### src/hdl/mtsed_pkg.sv
`timescale 1ns / 1ps
// shared types, codes and constants of the multitouch slot event decoder
package mtsed_pkg;

    localparam int MAX_POINTS = 2;
    localparam int SLOT_W     = 1;
    localparam int RAW_SHIFT  = 12;              // log2 of the raw axis range 4096
    localparam int PROD_W     = 44;
    localparam int MS_W       = 42;
    localparam int FRAC_W     = 11;
    localparam int RECIP_W    = 21;
    localparam int RECIP_SH   = 30;
    localparam int CFG_IDX_W  = 4;
    localparam int CFG_DATA_W = 12;

    localparam logic signed [31:0] MAX_POINTS_VAL = 32'(MAX_POINTS);
    localparam logic signed [31:0] TRACK_RELEASE  = -32'sd1;
    localparam logic signed [31:0] PRESSURE_MAX   = 32'sd255;
    localparam logic [9:0]         MS_PER_S       = 10'd1000;
    // ceil(2^30 / 1000): exact quotient by 1000 for any 20-bit value
    localparam logic [RECIP_W-1:0] US_RECIP       = 21'd1073742;
    localparam logic [PROD_W-1:0]  ROUND_BIAS     = PROD_W'((1 << RAW_SHIFT) - 1);

    localparam logic [4:0] TYPE_SYN = 5'd0;
    localparam logic [4:0] TYPE_ABS = 5'd3;

    localparam logic [9:0] CODE_SYN_REPORT  = 10'd0;
    localparam logic [9:0] CODE_X           = 10'd0;
    localparam logic [9:0] CODE_Y           = 10'd1;
    localparam logic [9:0] CODE_PRESSURE    = 10'd24;
    localparam logic [9:0] CODE_SLOT        = 10'd47;
    localparam logic [9:0] CODE_MT_X        = 10'd53;
    localparam logic [9:0] CODE_MT_Y        = 10'd54;
    localparam logic [9:0] CODE_TRACK       = 10'd57;
    localparam logic [9:0] CODE_MT_PRESSURE = 10'd58;

    localparam logic [1:0] KIND_NONE    = 2'd0;
    localparam logic [1:0] KIND_PRESS   = 2'd1;
    localparam logic [1:0] KIND_MOVE    = 2'd2;
    localparam logic [1:0] KIND_RELEASE = 2'd3;

    localparam logic [CFG_IDX_W-1:0] CFG_PANEL_WIDTH  = 4'd0;
    localparam logic [CFG_IDX_W-1:0] CFG_PANEL_HEIGHT = 4'd1;

    localparam logic [CFG_DATA_W-1:0] PANEL_WIDTH_RST  = 12'd480;
    localparam logic [CFG_DATA_W-1:0] PANEL_HEIGHT_RST = 12'd800;

    typedef enum logic [2:0] {
        OP_NONE,
        OP_SLOT,
        OP_TRACK,
        OP_X,
        OP_Y,
        OP_PRESSURE,
        OP_SYNC
    } t_op;

    typedef struct packed {
        logic [4:0]         event_type;
        logic [9:0]         event_code;
        logic signed [31:0] event_value;
        logic [31:0]        time_seconds;
        logic [19:0]        time_microseconds;
    } t_event;

    typedef struct packed {
        t_op                      op;
        logic signed [31:0]       value;
        logic signed [PROD_W-1:0] prod;
        logic [MS_W-1:0]          ms_base;
        logic [FRAC_W-1:0]        ms_frac;
    } t_prod;

    typedef struct packed {
        logic              processed;
        logic [SLOT_W-1:0] slot_index;
        logic              slot_valid;
        logic [15:0]       slot_x;
        logic [15:0]       slot_y;
        logic [7:0]        slot_pressure;
        logic [1:0]        slot_kind;
        logic [1:0]        touch_count;
        logic [MS_W-1:0]   report_time_ms;
    } t_result;

endpackage

### src/hdl/mtsed_if.sv
`timescale 1ns / 1ps
// channel interfaces: input events, results and configuration writes
interface mtsed_event_if;
    logic               valid;
    logic               ready;
    logic [4:0]         event_type;
    logic [9:0]         event_code;
    logic signed [31:0] event_value;
    logic [31:0]        time_seconds;
    logic [19:0]        time_microseconds;

    modport source (output valid, event_type, event_code, event_value, time_seconds,
                    time_microseconds, input ready);
    modport sink (input valid, event_type, event_code, event_value, time_seconds,
                  time_microseconds, output ready);
endinterface

interface mtsed_result_if;
    logic        valid;
    logic        ready;
    logic        processed;
    logic        slot_index;
    logic        slot_valid;
    logic [15:0] slot_x;
    logic [15:0] slot_y;
    logic [7:0]  slot_pressure;
    logic [1:0]  slot_kind;
    logic [1:0]  touch_count;
    logic [41:0] report_time_ms;

    modport source (output valid, processed, slot_index, slot_valid, slot_x, slot_y,
                    slot_pressure, slot_kind, touch_count, report_time_ms, input ready);
    modport sink (input valid, processed, slot_index, slot_valid, slot_x, slot_y,
                  slot_pressure, slot_kind, touch_count, report_time_ms, output ready);
endinterface

interface mtsed_cfg_if;
    logic        valid;
    logic        ready;
    logic [3:0]  index;
    logic [11:0] data;

    modport source (output valid, index, data, input ready);
    modport sink (input valid, index, data, output ready);
endinterface

### src/hdl/multitouch_slot_event_decoder_unit.sv
`timescale 1ns / 1ps
// top level of the multitouch slot event decoder
//
// i_event carries one input event per transaction (type, code, signed value,
// seconds, microseconds). every event yields exactly one transaction on
// o_result: a processed flag and the view of the current slot after the event,
// plus the touch count and millisecond timestamp of the last sync report.
// i_cfg writes panel_width (index 0) or panel_height (index 1); other indexes
// are dropped. i_cfg.ready is always high; write only while the block is idle.
// pipeline: an accepted event passes the input register, then the multiply stage,
// then the slot table / result register, which drives its result.
// throughput: one event per cycle while the receiver takes results; the slot table
// update for one event is done within its stage, so events follow each other with no gap.
// when the receiver stalls, the result register holds and the stages behind it
// keep filling; i_event.ready drops only once all three stages hold an event.
// reset (i_rst_n low, synchronous) empties the pipeline, clears the slot table,
// current slot, touch count and timestamp, and sets the panel size to 480x800.
module multitouch_slot_event_decoder_unit (
    input  logic             i_clk,
    input  logic             i_rst_n,
    mtsed_event_if.sink      i_event,
    mtsed_result_if.source   o_result,
    mtsed_cfg_if.sink        i_cfg
);

    logic [mtsed_pkg::CFG_DATA_W-1:0] r_width;
    logic [mtsed_pkg::CFG_DATA_W-1:0] r_height;
    logic                             r_in_valid;
    mtsed_pkg::t_event                r_in;
    mtsed_pkg::t_event                n_in;

    logic               in_en;
    logic               prod_en;
    logic               prod_valid;
    mtsed_pkg::t_prod   prod;
    logic               track_en;
    logic               res_valid;
    mtsed_pkg::t_result res;

    assign i_cfg.ready = 1'b1;

    always_ff @(posedge i_clk) begin
        if (!i_rst_n) begin
            r_width  <= mtsed_pkg::PANEL_WIDTH_RST;
            r_height <= mtsed_pkg::PANEL_HEIGHT_RST;
        end else if (i_cfg.valid) begin
            if (i_cfg.index == mtsed_pkg::CFG_PANEL_WIDTH) begin
                r_width <= i_cfg.data;
            end else if (i_cfg.index == mtsed_pkg::CFG_PANEL_HEIGHT) begin
                r_height <= i_cfg.data;
            end
        end
    end

    assign in_en         = !r_in_valid || prod_en;
    assign i_event.ready = in_en;

    always_comb begin
        n_in.event_type        = i_event.event_type;
        n_in.event_code        = i_event.event_code;
        n_in.event_value       = i_event.event_value;
        n_in.time_seconds      = i_event.time_seconds;
        n_in.time_microseconds = i_event.time_microseconds;
    end

    always_ff @(posedge i_clk) begin
        if (!i_rst_n) begin
            r_in_valid <= 1'b0;
        end else if (in_en) begin
            r_in_valid <= i_event.valid;
        end
        if (in_en && i_event.valid) begin
            r_in <= n_in;
        end
    end

    mtsed_prod u_prod (
        .i_clk     (i_clk),
        .i_rst_n   (i_rst_n),
        .i_valid   (r_in_valid),
        .i_event   (r_in),
        .i_width   (r_width),
        .i_height  (r_height),
        .i_down_en (track_en),
        .o_en      (prod_en),
        .o_valid   (prod_valid),
        .o_prod    (prod)
    );

    mtsed_track u_track (
        .i_clk    (i_clk),
        .i_rst_n  (i_rst_n),
        .i_valid  (prod_valid),
        .i_prod   (prod),
        .i_ready  (o_result.ready),
        .o_en     (track_en),
        .o_valid  (res_valid),
        .o_result (res)
    );

    assign o_result.valid          = res_valid;
    assign o_result.processed      = res.processed;
    assign o_result.slot_index     = res.slot_index;
    assign o_result.slot_valid     = res.slot_valid;
    assign o_result.slot_x         = res.slot_x;
    assign o_result.slot_y         = res.slot_y;
    assign o_result.slot_pressure  = res.slot_pressure;
    assign o_result.slot_kind      = res.slot_kind;
    assign o_result.touch_count    = res.touch_count;
    assign o_result.report_time_ms = res.report_time_ms;

endmodule

### src/hdl/mtsed_prod.sv
`timescale 1ns / 1ps
// decode stage: event decode, position scaling product and timestamp products
module mtsed_prod (
    input  logic                     i_clk,
    input  logic                     i_rst_n,
    input  logic                     i_valid,
    input  mtsed_pkg::t_event        i_event,
    input  logic [mtsed_pkg::CFG_DATA_W-1:0] i_width,
    input  logic [mtsed_pkg::CFG_DATA_W-1:0] i_height,
    input  logic                     i_down_en,
    output logic                     o_en,
    output logic                     o_valid,
    output mtsed_pkg::t_prod         o_prod
);

    logic                                    r_valid;
    mtsed_pkg::t_prod                        r_prod;
    mtsed_pkg::t_prod                        n_prod;
    logic [mtsed_pkg::CFG_DATA_W-1:0]        numer;
    logic signed [mtsed_pkg::PROD_W-1:0]     value_ext;
    logic signed [mtsed_pkg::PROD_W-1:0]     numer_ext;
    logic [mtsed_pkg::FRAC_W+mtsed_pkg::RECIP_SH-1:0] frac_prod;

    assign o_en = !r_valid || i_down_en;

    always_comb begin
        n_prod.op = mtsed_pkg::OP_NONE;
        if (i_event.event_type == mtsed_pkg::TYPE_ABS) begin
            unique case (i_event.event_code) inside
                mtsed_pkg::CODE_SLOT:  n_prod.op = mtsed_pkg::OP_SLOT;
                mtsed_pkg::CODE_TRACK: n_prod.op = mtsed_pkg::OP_TRACK;
                mtsed_pkg::CODE_X, mtsed_pkg::CODE_MT_X: n_prod.op = mtsed_pkg::OP_X;
                mtsed_pkg::CODE_Y, mtsed_pkg::CODE_MT_Y: n_prod.op = mtsed_pkg::OP_Y;
                mtsed_pkg::CODE_PRESSURE, mtsed_pkg::CODE_MT_PRESSURE: begin
                    n_prod.op = mtsed_pkg::OP_PRESSURE;
                end
                default: n_prod.op = mtsed_pkg::OP_NONE;
            endcase
        end else if (i_event.event_type == mtsed_pkg::TYPE_SYN &&
                     i_event.event_code == mtsed_pkg::CODE_SYN_REPORT) begin
            n_prod.op = mtsed_pkg::OP_SYNC;
        end

        numer     = (n_prod.op == mtsed_pkg::OP_Y) ? i_height : i_width;
        value_ext = mtsed_pkg::PROD_W'(i_event.event_value);
        numer_ext = $signed(mtsed_pkg::PROD_W'(numer));

        n_prod.value   = i_event.event_value;
        n_prod.prod    = value_ext * numer_ext;
        n_prod.ms_base = mtsed_pkg::MS_W'(i_event.time_seconds) *
                         mtsed_pkg::MS_W'(mtsed_pkg::MS_PER_S);
        // microseconds / 1000 by reciprocal multiply
        frac_prod      = (mtsed_pkg::FRAC_W + mtsed_pkg::RECIP_SH)'(i_event.time_microseconds) *
                         (mtsed_pkg::FRAC_W + mtsed_pkg::RECIP_SH)'(mtsed_pkg::US_RECIP);
        n_prod.ms_frac = frac_prod[mtsed_pkg::FRAC_W+mtsed_pkg::RECIP_SH-1:mtsed_pkg::RECIP_SH];
    end

    always_ff @(posedge i_clk) begin
        if (!i_rst_n) begin
            r_valid <= 1'b0;
        end else if (o_en) begin
            r_valid <= i_valid;
        end
        if (o_en && i_valid) begin
            r_prod <= n_prod;
        end
    end

    assign o_valid = r_valid;
    assign o_prod  = r_prod;

endmodule

### src/hdl/mtsed_track.sv
`timescale 1ns / 1ps
// slot table, sync report state and the result register
module mtsed_track (
    input  logic               i_clk,
    input  logic               i_rst_n,
    input  logic               i_valid,
    input  mtsed_pkg::t_prod   i_prod,
    input  logic               i_ready,
    output logic               o_en,
    output logic               o_valid,
    output mtsed_pkg::t_result o_result
);

    logic [mtsed_pkg::SLOT_W-1:0] r_cur;
    logic                         r_pvalid   [mtsed_pkg::MAX_POINTS];
    logic [15:0]                  r_px       [mtsed_pkg::MAX_POINTS];
    logic [15:0]                  r_py       [mtsed_pkg::MAX_POINTS];
    logic [7:0]                   r_ppress   [mtsed_pkg::MAX_POINTS];
    logic [1:0]                   r_pkind    [mtsed_pkg::MAX_POINTS];
    logic [1:0]                   r_count;
    logic [mtsed_pkg::MS_W-1:0]   r_report_ms;
    logic                         r_valid;
    mtsed_pkg::t_result           r_result;

    logic [mtsed_pkg::SLOT_W-1:0] n_cur;
    logic                         n_pvalid   [mtsed_pkg::MAX_POINTS];
    logic [15:0]                  n_px       [mtsed_pkg::MAX_POINTS];
    logic [15:0]                  n_py       [mtsed_pkg::MAX_POINTS];
    logic [7:0]                   n_ppress   [mtsed_pkg::MAX_POINTS];
    logic [1:0]                   n_pkind    [mtsed_pkg::MAX_POINTS];
    logic [1:0]                   n_count;
    logic [mtsed_pkg::MS_W-1:0]   n_report_ms;
    mtsed_pkg::t_result           n_result;

    logic [mtsed_pkg::PROD_W-1:0] rounded;
    logic [15:0]                  pos;
    logic [1:0]                   count;
    logic [mtsed_pkg::SLOT_W-1:0] s;
    logic                         update;

    assign o_en   = !r_valid || i_ready;
    assign update = o_en && i_valid;

    always_comb begin
        // truncate toward zero: round negative products up before the shift
        rounded = i_prod.prod + (i_prod.prod[mtsed_pkg::PROD_W-1] ? mtsed_pkg::ROUND_BIAS
                                                                   : '0);
        pos     = rounded[mtsed_pkg::RAW_SHIFT+15:mtsed_pkg::RAW_SHIFT];
        count   = '0;
        for (int i = 0; i < mtsed_pkg::MAX_POINTS; i++) begin
            count = count + 2'(r_pvalid[i]);
        end

        s           = r_cur;
        n_cur       = r_cur;
        n_pvalid    = r_pvalid;
        n_px        = r_px;
        n_py        = r_py;
        n_ppress    = r_ppress;
        n_pkind     = r_pkind;
        n_count     = r_count;
        n_report_ms = r_report_ms;
        n_result.processed = 1'b0;

        unique case (i_prod.op)
            mtsed_pkg::OP_SLOT: begin
                if (i_prod.value >= 0 && i_prod.value < mtsed_pkg::MAX_POINTS_VAL) begin
                    n_cur = i_prod.value[mtsed_pkg::SLOT_W-1:0];
                end else begin
                    n_cur = '0;
                end
            end
            mtsed_pkg::OP_TRACK: begin
                if (i_prod.value == mtsed_pkg::TRACK_RELEASE) begin
                    n_pvalid[s] = 1'b0;
                    n_pkind[s]  = mtsed_pkg::KIND_RELEASE;
                end else begin
                    n_pvalid[s] = 1'b1;
                    n_pkind[s]  = mtsed_pkg::KIND_PRESS;
                end
                n_result.processed = 1'b1;
            end
            mtsed_pkg::OP_X: begin
                n_px[s] = pos;
                if (r_pvalid[s]) begin
                    n_pkind[s]         = mtsed_pkg::KIND_MOVE;
                    n_result.processed = 1'b1;
                end
            end
            mtsed_pkg::OP_Y: begin
                n_py[s] = pos;
                if (r_pvalid[s]) begin
                    n_pkind[s]         = mtsed_pkg::KIND_MOVE;
                    n_result.processed = 1'b1;
                end
            end
            mtsed_pkg::OP_PRESSURE: begin
                if (i_prod.value > mtsed_pkg::PRESSURE_MAX) begin
                    n_ppress[s] = 8'hFF;
                end else begin
                    n_ppress[s] = i_prod.value[7:0];
                end
            end
            mtsed_pkg::OP_SYNC: begin
                n_count            = count;
                n_report_ms        = i_prod.ms_base + mtsed_pkg::MS_W'(i_prod.ms_frac);
                n_result.processed = 1'b1;
            end
            default: begin
            end
        endcase

        n_result.slot_index     = n_cur;
        n_result.slot_valid     = n_pvalid[n_cur];
        n_result.slot_x         = n_px[n_cur];
        n_result.slot_y         = n_py[n_cur];
        n_result.slot_pressure  = n_ppress[n_cur];
        n_result.slot_kind      = n_pkind[n_cur];
        n_result.touch_count    = n_count;
        n_result.report_time_ms = n_report_ms;
    end

    always_ff @(posedge i_clk) begin
        if (!i_rst_n) begin
            r_valid     <= 1'b0;
            r_cur       <= '0;
            r_count     <= '0;
            r_report_ms <= '0;
            for (int i = 0; i < mtsed_pkg::MAX_POINTS; i++) begin
                r_pvalid[i] <= 1'b0;
                r_px[i]     <= '0;
                r_py[i]     <= '0;
                r_ppress[i] <= '0;
                r_pkind[i]  <= mtsed_pkg::KIND_NONE;
            end
        end else begin
            if (o_en) begin
                r_valid <= i_valid;
            end
            if (update) begin
                r_cur       <= n_cur;
                r_pvalid    <= n_pvalid;
                r_px        <= n_px;
                r_py        <= n_py;
                r_ppress    <= n_ppress;
                r_pkind     <= n_pkind;
                r_count     <= n_count;
                r_report_ms <= n_report_ms;
            end
        end
        if (update) begin
            r_result <= n_result;
        end
    end

    assign o_valid  = r_valid;
    assign o_result = r_result;

endmodule

### src/flat_wrapper.sv
// flat-port wrapper written by rule: the top's interface ports become plain ports
module multitouch_slot_event_decoder_unit_flat 
  (i_clk, i_rst_n, i_event_valid, i_event_event_type, i_event_event_code, i_event_event_value, i_event_time_seconds, i_event_time_microseconds, i_event_ready, o_result_valid, o_result_processed, o_result_slot_index, o_result_slot_valid, o_result_slot_x, o_result_slot_y, o_result_slot_pressure, o_result_slot_kind, o_result_touch_count, o_result_report_time_ms, o_result_ready, i_cfg_valid, i_cfg_index, i_cfg_data, i_cfg_ready);
  mtsed_event_if i_event_i ();
  mtsed_result_if o_result_i ();
  mtsed_cfg_if i_cfg_i ();
  input  logic i_clk;
  input  logic i_rst_n;
  input wire logic [$bits(i_event_i.valid)-1:0] i_event_valid;
  input wire logic [$bits(i_event_i.event_type)-1:0] i_event_event_type;
  input wire logic [$bits(i_event_i.event_code)-1:0] i_event_event_code;
  input wire logic [$bits(i_event_i.event_value)-1:0] i_event_event_value;
  input wire logic [$bits(i_event_i.time_seconds)-1:0] i_event_time_seconds;
  input wire logic [$bits(i_event_i.time_microseconds)-1:0] i_event_time_microseconds;
  output wire logic [$bits(i_event_i.ready)-1:0] i_event_ready;
  output wire logic [$bits(o_result_i.valid)-1:0] o_result_valid;
  output wire logic [$bits(o_result_i.processed)-1:0] o_result_processed;
  output wire logic [$bits(o_result_i.slot_index)-1:0] o_result_slot_index;
  output wire logic [$bits(o_result_i.slot_valid)-1:0] o_result_slot_valid;
  output wire logic [$bits(o_result_i.slot_x)-1:0] o_result_slot_x;
  output wire logic [$bits(o_result_i.slot_y)-1:0] o_result_slot_y;
  output wire logic [$bits(o_result_i.slot_pressure)-1:0] o_result_slot_pressure;
  output wire logic [$bits(o_result_i.slot_kind)-1:0] o_result_slot_kind;
  output wire logic [$bits(o_result_i.touch_count)-1:0] o_result_touch_count;
  output wire logic [$bits(o_result_i.report_time_ms)-1:0] o_result_report_time_ms;
  input wire logic [$bits(o_result_i.ready)-1:0] o_result_ready;
  input wire logic [$bits(i_cfg_i.valid)-1:0] i_cfg_valid;
  input wire logic [$bits(i_cfg_i.index)-1:0] i_cfg_index;
  input wire logic [$bits(i_cfg_i.data)-1:0] i_cfg_data;
  output wire logic [$bits(i_cfg_i.ready)-1:0] i_cfg_ready;
  assign i_event_i.valid = i_event_valid;
  assign i_event_i.event_type = i_event_event_type;
  assign i_event_i.event_code = i_event_event_code;
  assign i_event_i.event_value = i_event_event_value;
  assign i_event_i.time_seconds = i_event_time_seconds;
  assign i_event_i.time_microseconds = i_event_time_microseconds;
  assign i_event_ready = i_event_i.ready;
  assign o_result_valid = o_result_i.valid;
  assign o_result_processed = o_result_i.processed;
  assign o_result_slot_index = o_result_i.slot_index;
  assign o_result_slot_valid = o_result_i.slot_valid;
  assign o_result_slot_x = o_result_i.slot_x;
  assign o_result_slot_y = o_result_i.slot_y;
  assign o_result_slot_pressure = o_result_i.slot_pressure;
  assign o_result_slot_kind = o_result_i.slot_kind;
  assign o_result_touch_count = o_result_i.touch_count;
  assign o_result_report_time_ms = o_result_i.report_time_ms;
  assign o_result_i.ready = o_result_ready;
  assign i_cfg_i.valid = i_cfg_valid;
  assign i_cfg_i.index = i_cfg_index;
  assign i_cfg_i.data = i_cfg_data;
  assign i_cfg_ready = i_cfg_i.ready;
  multitouch_slot_event_decoder_unit u_core (.i_clk(i_clk), .i_rst_n(i_rst_n), .i_event(i_event_i), .o_result(o_result_i), .i_cfg(i_cfg_i));
endmodule
### config.mk
export PLATFORM = sky130hd
export DESIGN_NAME = multitouch_slot_event_decoder_unit_flat
export DESIGN_NICKNAME = d
export VERILOG_FILES = /design/src/hdl/mtsed_pkg.sv /design/src/hdl/mtsed_if.sv /design/src/hdl/multitouch_slot_event_decoder_unit.sv /design/src/hdl/mtsed_prod.sv /design/src/hdl/mtsed_track.sv /design/src/flat_wrapper.sv
export SDC_FILE = /design/constraint.sdc
export NUM_CORES = 2
export LEC_CHECK = 0
export BUFFER_PORTS_ARGS = -buffer_cell sky130_fd_sc_hd__buf_2
export CORE_MARGIN = 1
export CORE_UTILIZATION = 60
export CTS_CLUSTER_DIAMETER = 80
export DETAILED_ROUTE_END_ITERATION = 8
export GPL_TIMING_DRIVEN = 0
export PLACE_DENSITY_LB_ADDON = 0.2
export SYNTH_ARGS = -nofsm -noshare
export SYNTH_HDL_FRONTEND = slang
export SYNTH_SLANG_ARGS = --single-unit
export TNS_END_PERCENT = 100
### constraint.sdc
create_clock -name i_clk -period 12.95 [get_ports i_clk]
set_input_delay 0 -clock i_clk [delete_from_list [all_inputs] [get_ports i_clk]]
set_output_delay 0 -clock i_clk [all_outputs]
set_load 0.01 [all_outputs]
==> impl_metrics.csv <==
group,metric,value,unit
sta,fin_crit_sh,72.2,%
final_layout,final_cell_mix,"695 x inv_1, 539 x fa_1, 380 x nand2_1, 370 x ha_1, 302 x edfxtp_1",
critical_path,critPathMaxStageDelay,0.93,ns
synth,syn_area,40800,um2
global_route,grt_pass1_wl,162000,um
final_layout,fin_area,46100,um2
synth,async_flop_share,0,%
floorplanning,io_pins,212,
sta,setup_violations,0,
clock_tree,root_buffer,"clkbuf_16",
status,status,"finished, violations left",
floorplanning,std_cell_rows,95,
final_layout,instances_no_fill,5287,
placement,dp_hpwl,78200,um
synth,synth-main-ff-cell,"edfxtp_1",
critical_path,r2r_slack,3.60,ns
drt,wl_per_cell,19.1,um
placement,dpl_cell_area,43100,um2
synth,synth_cell_types,71,
floorplanning,initial_utilization,60.7,%
critical_path,r2r_cells,25,
floorplanning,die_w,263,um
flow_run,cap_viol_max_count,1,
critical_path,r2r-start,"u_core.r_in[93]",
drt,routed_via_density,5.61,
floorplanning,coreArea,67200,um2
final_layout,drive_gt1_share,8.43,%
synth,synth.yosys.warnings,0,
synth,yosysSeqAreaShare,30.0,%
drt,wl,101000,um
sta,tns,0,ns
critical_path,critPathMostFrequentCell,"fa_1",
status,violations,"max-capacitance violations",
clock_tree,htree_levels,2,
global_route,track_usage,30.0,%
global_route,overflow,0,
drt,drt_first_pass_iters,6,
critical_path,r2r_end,"u_core.u_prod.o_prod[79]",
worst_hold_path,hold_class,"in -> reg",
global_route,grt_pass1_vias,30254,
clock_tree,numCtsBuffers,53,
critical_path,critical-path-top-delay-family,"adder cells",
power,p_leak,20.9,nW
critical_path,critPathKind,"reg -> reg",
global_route,grt_max_degree,57,
sta,rsz0062_at_grt,"false",
power,ir_worst_vdd,0.000186,V
placement,dp.cells,5064,
critical_path,cp-end-kind,"flip-flop",
worst_hold_path,hold_end,"u_core.r_height[11]",
sta,tightest_slew,1.43,ns
power,power_density,197,nW/um2
sta,hold_viol,0,
synth,synth_fp_nets,5003,
synth,synth_edf_count,302,
placement,port_buffers,209,
critical_path,cp-start-kind,"flip-flop",
sta,fin_ws,3.60,ns
clock_tree,post_cts_buffers,0,
sta,max_freq,0.107,GHz
clock_tree,cts_buffer_depth,3,
synth,synth_seq_cells,460,
drt,drt_first_iter_violations,2220,
final_layout,final_common_cell,"inv_1",
critical_path,required,13.34,ns
critical_path,cpMaxStageDelayCell,"o311ai_0",
sta,slew_viol_final,0,
critical_path,path_buf_inv,7,
final_layout,fin_util,68.7,%
drt,num_vias,29675,
sta,fin_crit,9.35,ns
critical_path,cp.arrival,9.74,ns
clock_tree,clk-insertion-delay-late,0.64,ns
final_layout,nets,5395,
drt,drtAntennaViolNets,0,
global_route,antenna_found_initial,8,
synth,syn_area_per_cell,10.3,um2
placement,gp_congestion,0.931,
floorplanning,die_h,263,um
worst_hold_path,hold_depth,6,
clock_tree,clk_pin_slew,0.06,ns
final_layout,area_growth,13.2,%
sta,relSlewSlack,2.04,%
critical_path,critical_path.max_fanout,10,
worst_hold_path,hold_start,"i_cfg_valid",
clock_tree,tritoncts,"built",
sta,fin_skew,0.0550,ns
synth,synthCells,3974,
drt,drcViolationCount,0,
floorplanning,die_area,69000,um2
clock_tree,cts_num_sinks,460,
placement,place_ws,3.53,ns
worst max-delay path by stage:
stage	startpoint	to	slack, ns	cells after the start
floorplan	u_core.u_track.o_valid	u_core.u_prod.o_prod[0]	3.43	2
global placement	u_core.u_track.o_valid	u_core.u_prod.o_prod[122]	-0.28	2
detailed placement	u_core.r_in[93]	u_core.u_prod.o_prod[79]	3.53	25
CTS	u_core.r_in[93]	u_core.u_prod.o_prod[79]	3.54	25
global route	u_core.r_in[93]	u_core.u_prod.o_prod[79]	3.18	25
finish	u_core.r_in[93]	u_core.u_prod.o_prod[79]	3.60	25
layer usage:
metal | part of all wire (%) | vias to the layer above | track usage (%)
li1 | - | 13769 | -
met1 | 41 | 14564 | 40.3
met2 | 47 | 1097 | 48.9
met3 | 7.0 | 233 | 4.30
met4 | 4.7 | 12 | 12.6
met5 | 0.069 | - | 0
what timing repair did:
item / CTS / global route
hold buffers: 120 / 0
hold endpoints to repair: 147 / 0
resized for setup: 0 / 0
where the power goes:
group          internal (mW)  switching, mW  leakage, nW
combinational           2.32           3.14         15.9
clock                  0.885          0.648        0.891
sequential              1.93          0.158         4.16
registers in the layout, indices dropped and copies added (netlist names):
name and cells:
u_core.r_height 12, u_core.r_in 99, u_core.r_in_valid 1, u_core.r_width 12, u_core.u_prod.o_prod 114, u_core.u_prod.o_valid 1, u_core.u_track.o_result 89, u_core.u_track.o_valid 1
u_core.u_track.r_count 2, u_core.u_track.r_cur 1, u_core.u_track.r_pkind 4, u_core.u_track.r_ppress 16, u_core.u_track.r_pvalid 2, u_core.u_track.r_px 32, u_core.u_track.r_py 32, u_core.u_track.r_report_ms 42
stage by stage:
step                      power, mW  hold WS, ns
final                          9.08       0.0465
after global routing           9.97       0.0598
after CTS                      9.11      0.00498
after detailed placement       7.50        0.178
after global placement         7.35        0.176
after floorplan                6.20       0.0989
worst min-delay path, cell delays in order:
cell      delay [ns]
buf_2           0.10
nand2b_1        0.07
nor3_1          0.11
nand2_1         0.17
mux2i_1         0.10
nor2_1          0.08
cell type report:
| type | count | area (um2) |
|---|---|---|
| inverter | 697 | 2620 |
| timing repair buffer | 337 | 2410 |
| buffer | 151 | 628 |
| multi-input combinational | 2666 | 25300 |
| sequential | 460 | 12200 |
| antenna | 3 | 7.51 |
| clock inverter | 22 | 243 |
| tap | 873 | 1090 |
| clock buffer | 78 | 1590 |
| fill | 5036 | 21000 |
cells in the mapped netlist, types with 38 or more instances:
| library cell | number | share of area, % |
|---|---|---|
| inv_1 | 695 | 6.4 |
| fa_1 | 539 | 26 |
| nand2_1 | 380 | 3.5 |
| ha_1 | 370 | 11 |
| edfxtp_1 | 302 | 22 |
| o21ai_0 | 199 | 2.4 |
| a21oi_1 | 188 | 2.3 |
| nor2b_1 | 179 | 2.7 |
| nor2_1 | 175 | 1.6 |
| dfxtp_1 | 158 | 7.8 |
| clkbuf_1 | 105 | 0.97 |
| xnor2_1 | 71 | 1.5 |
| a211oi_1 | 59 | 1.1 |
| and2_1 | 46 | 0.71 |
| xor2_1 | 46 | 0.99 |
| nor3_1 | 39 | 0.48 |
| a21o_1 | 38 | 0.70 |
cells by family after synthesis:
family                     Yosys count  share of synthesized area (%)
DFF                                460                           30.0
other                                1                        0.00920
muxes                               39                           1.03
AOI/OAI and AO/OA                  620                           9.13
buffers and inverters              848                           7.95
adders and majority gates          909                           37.8
and+or+nand+nor                    980                           11.6
xor gates and xnor gates           117                           2.51
(Power assumes the default switching activity.)
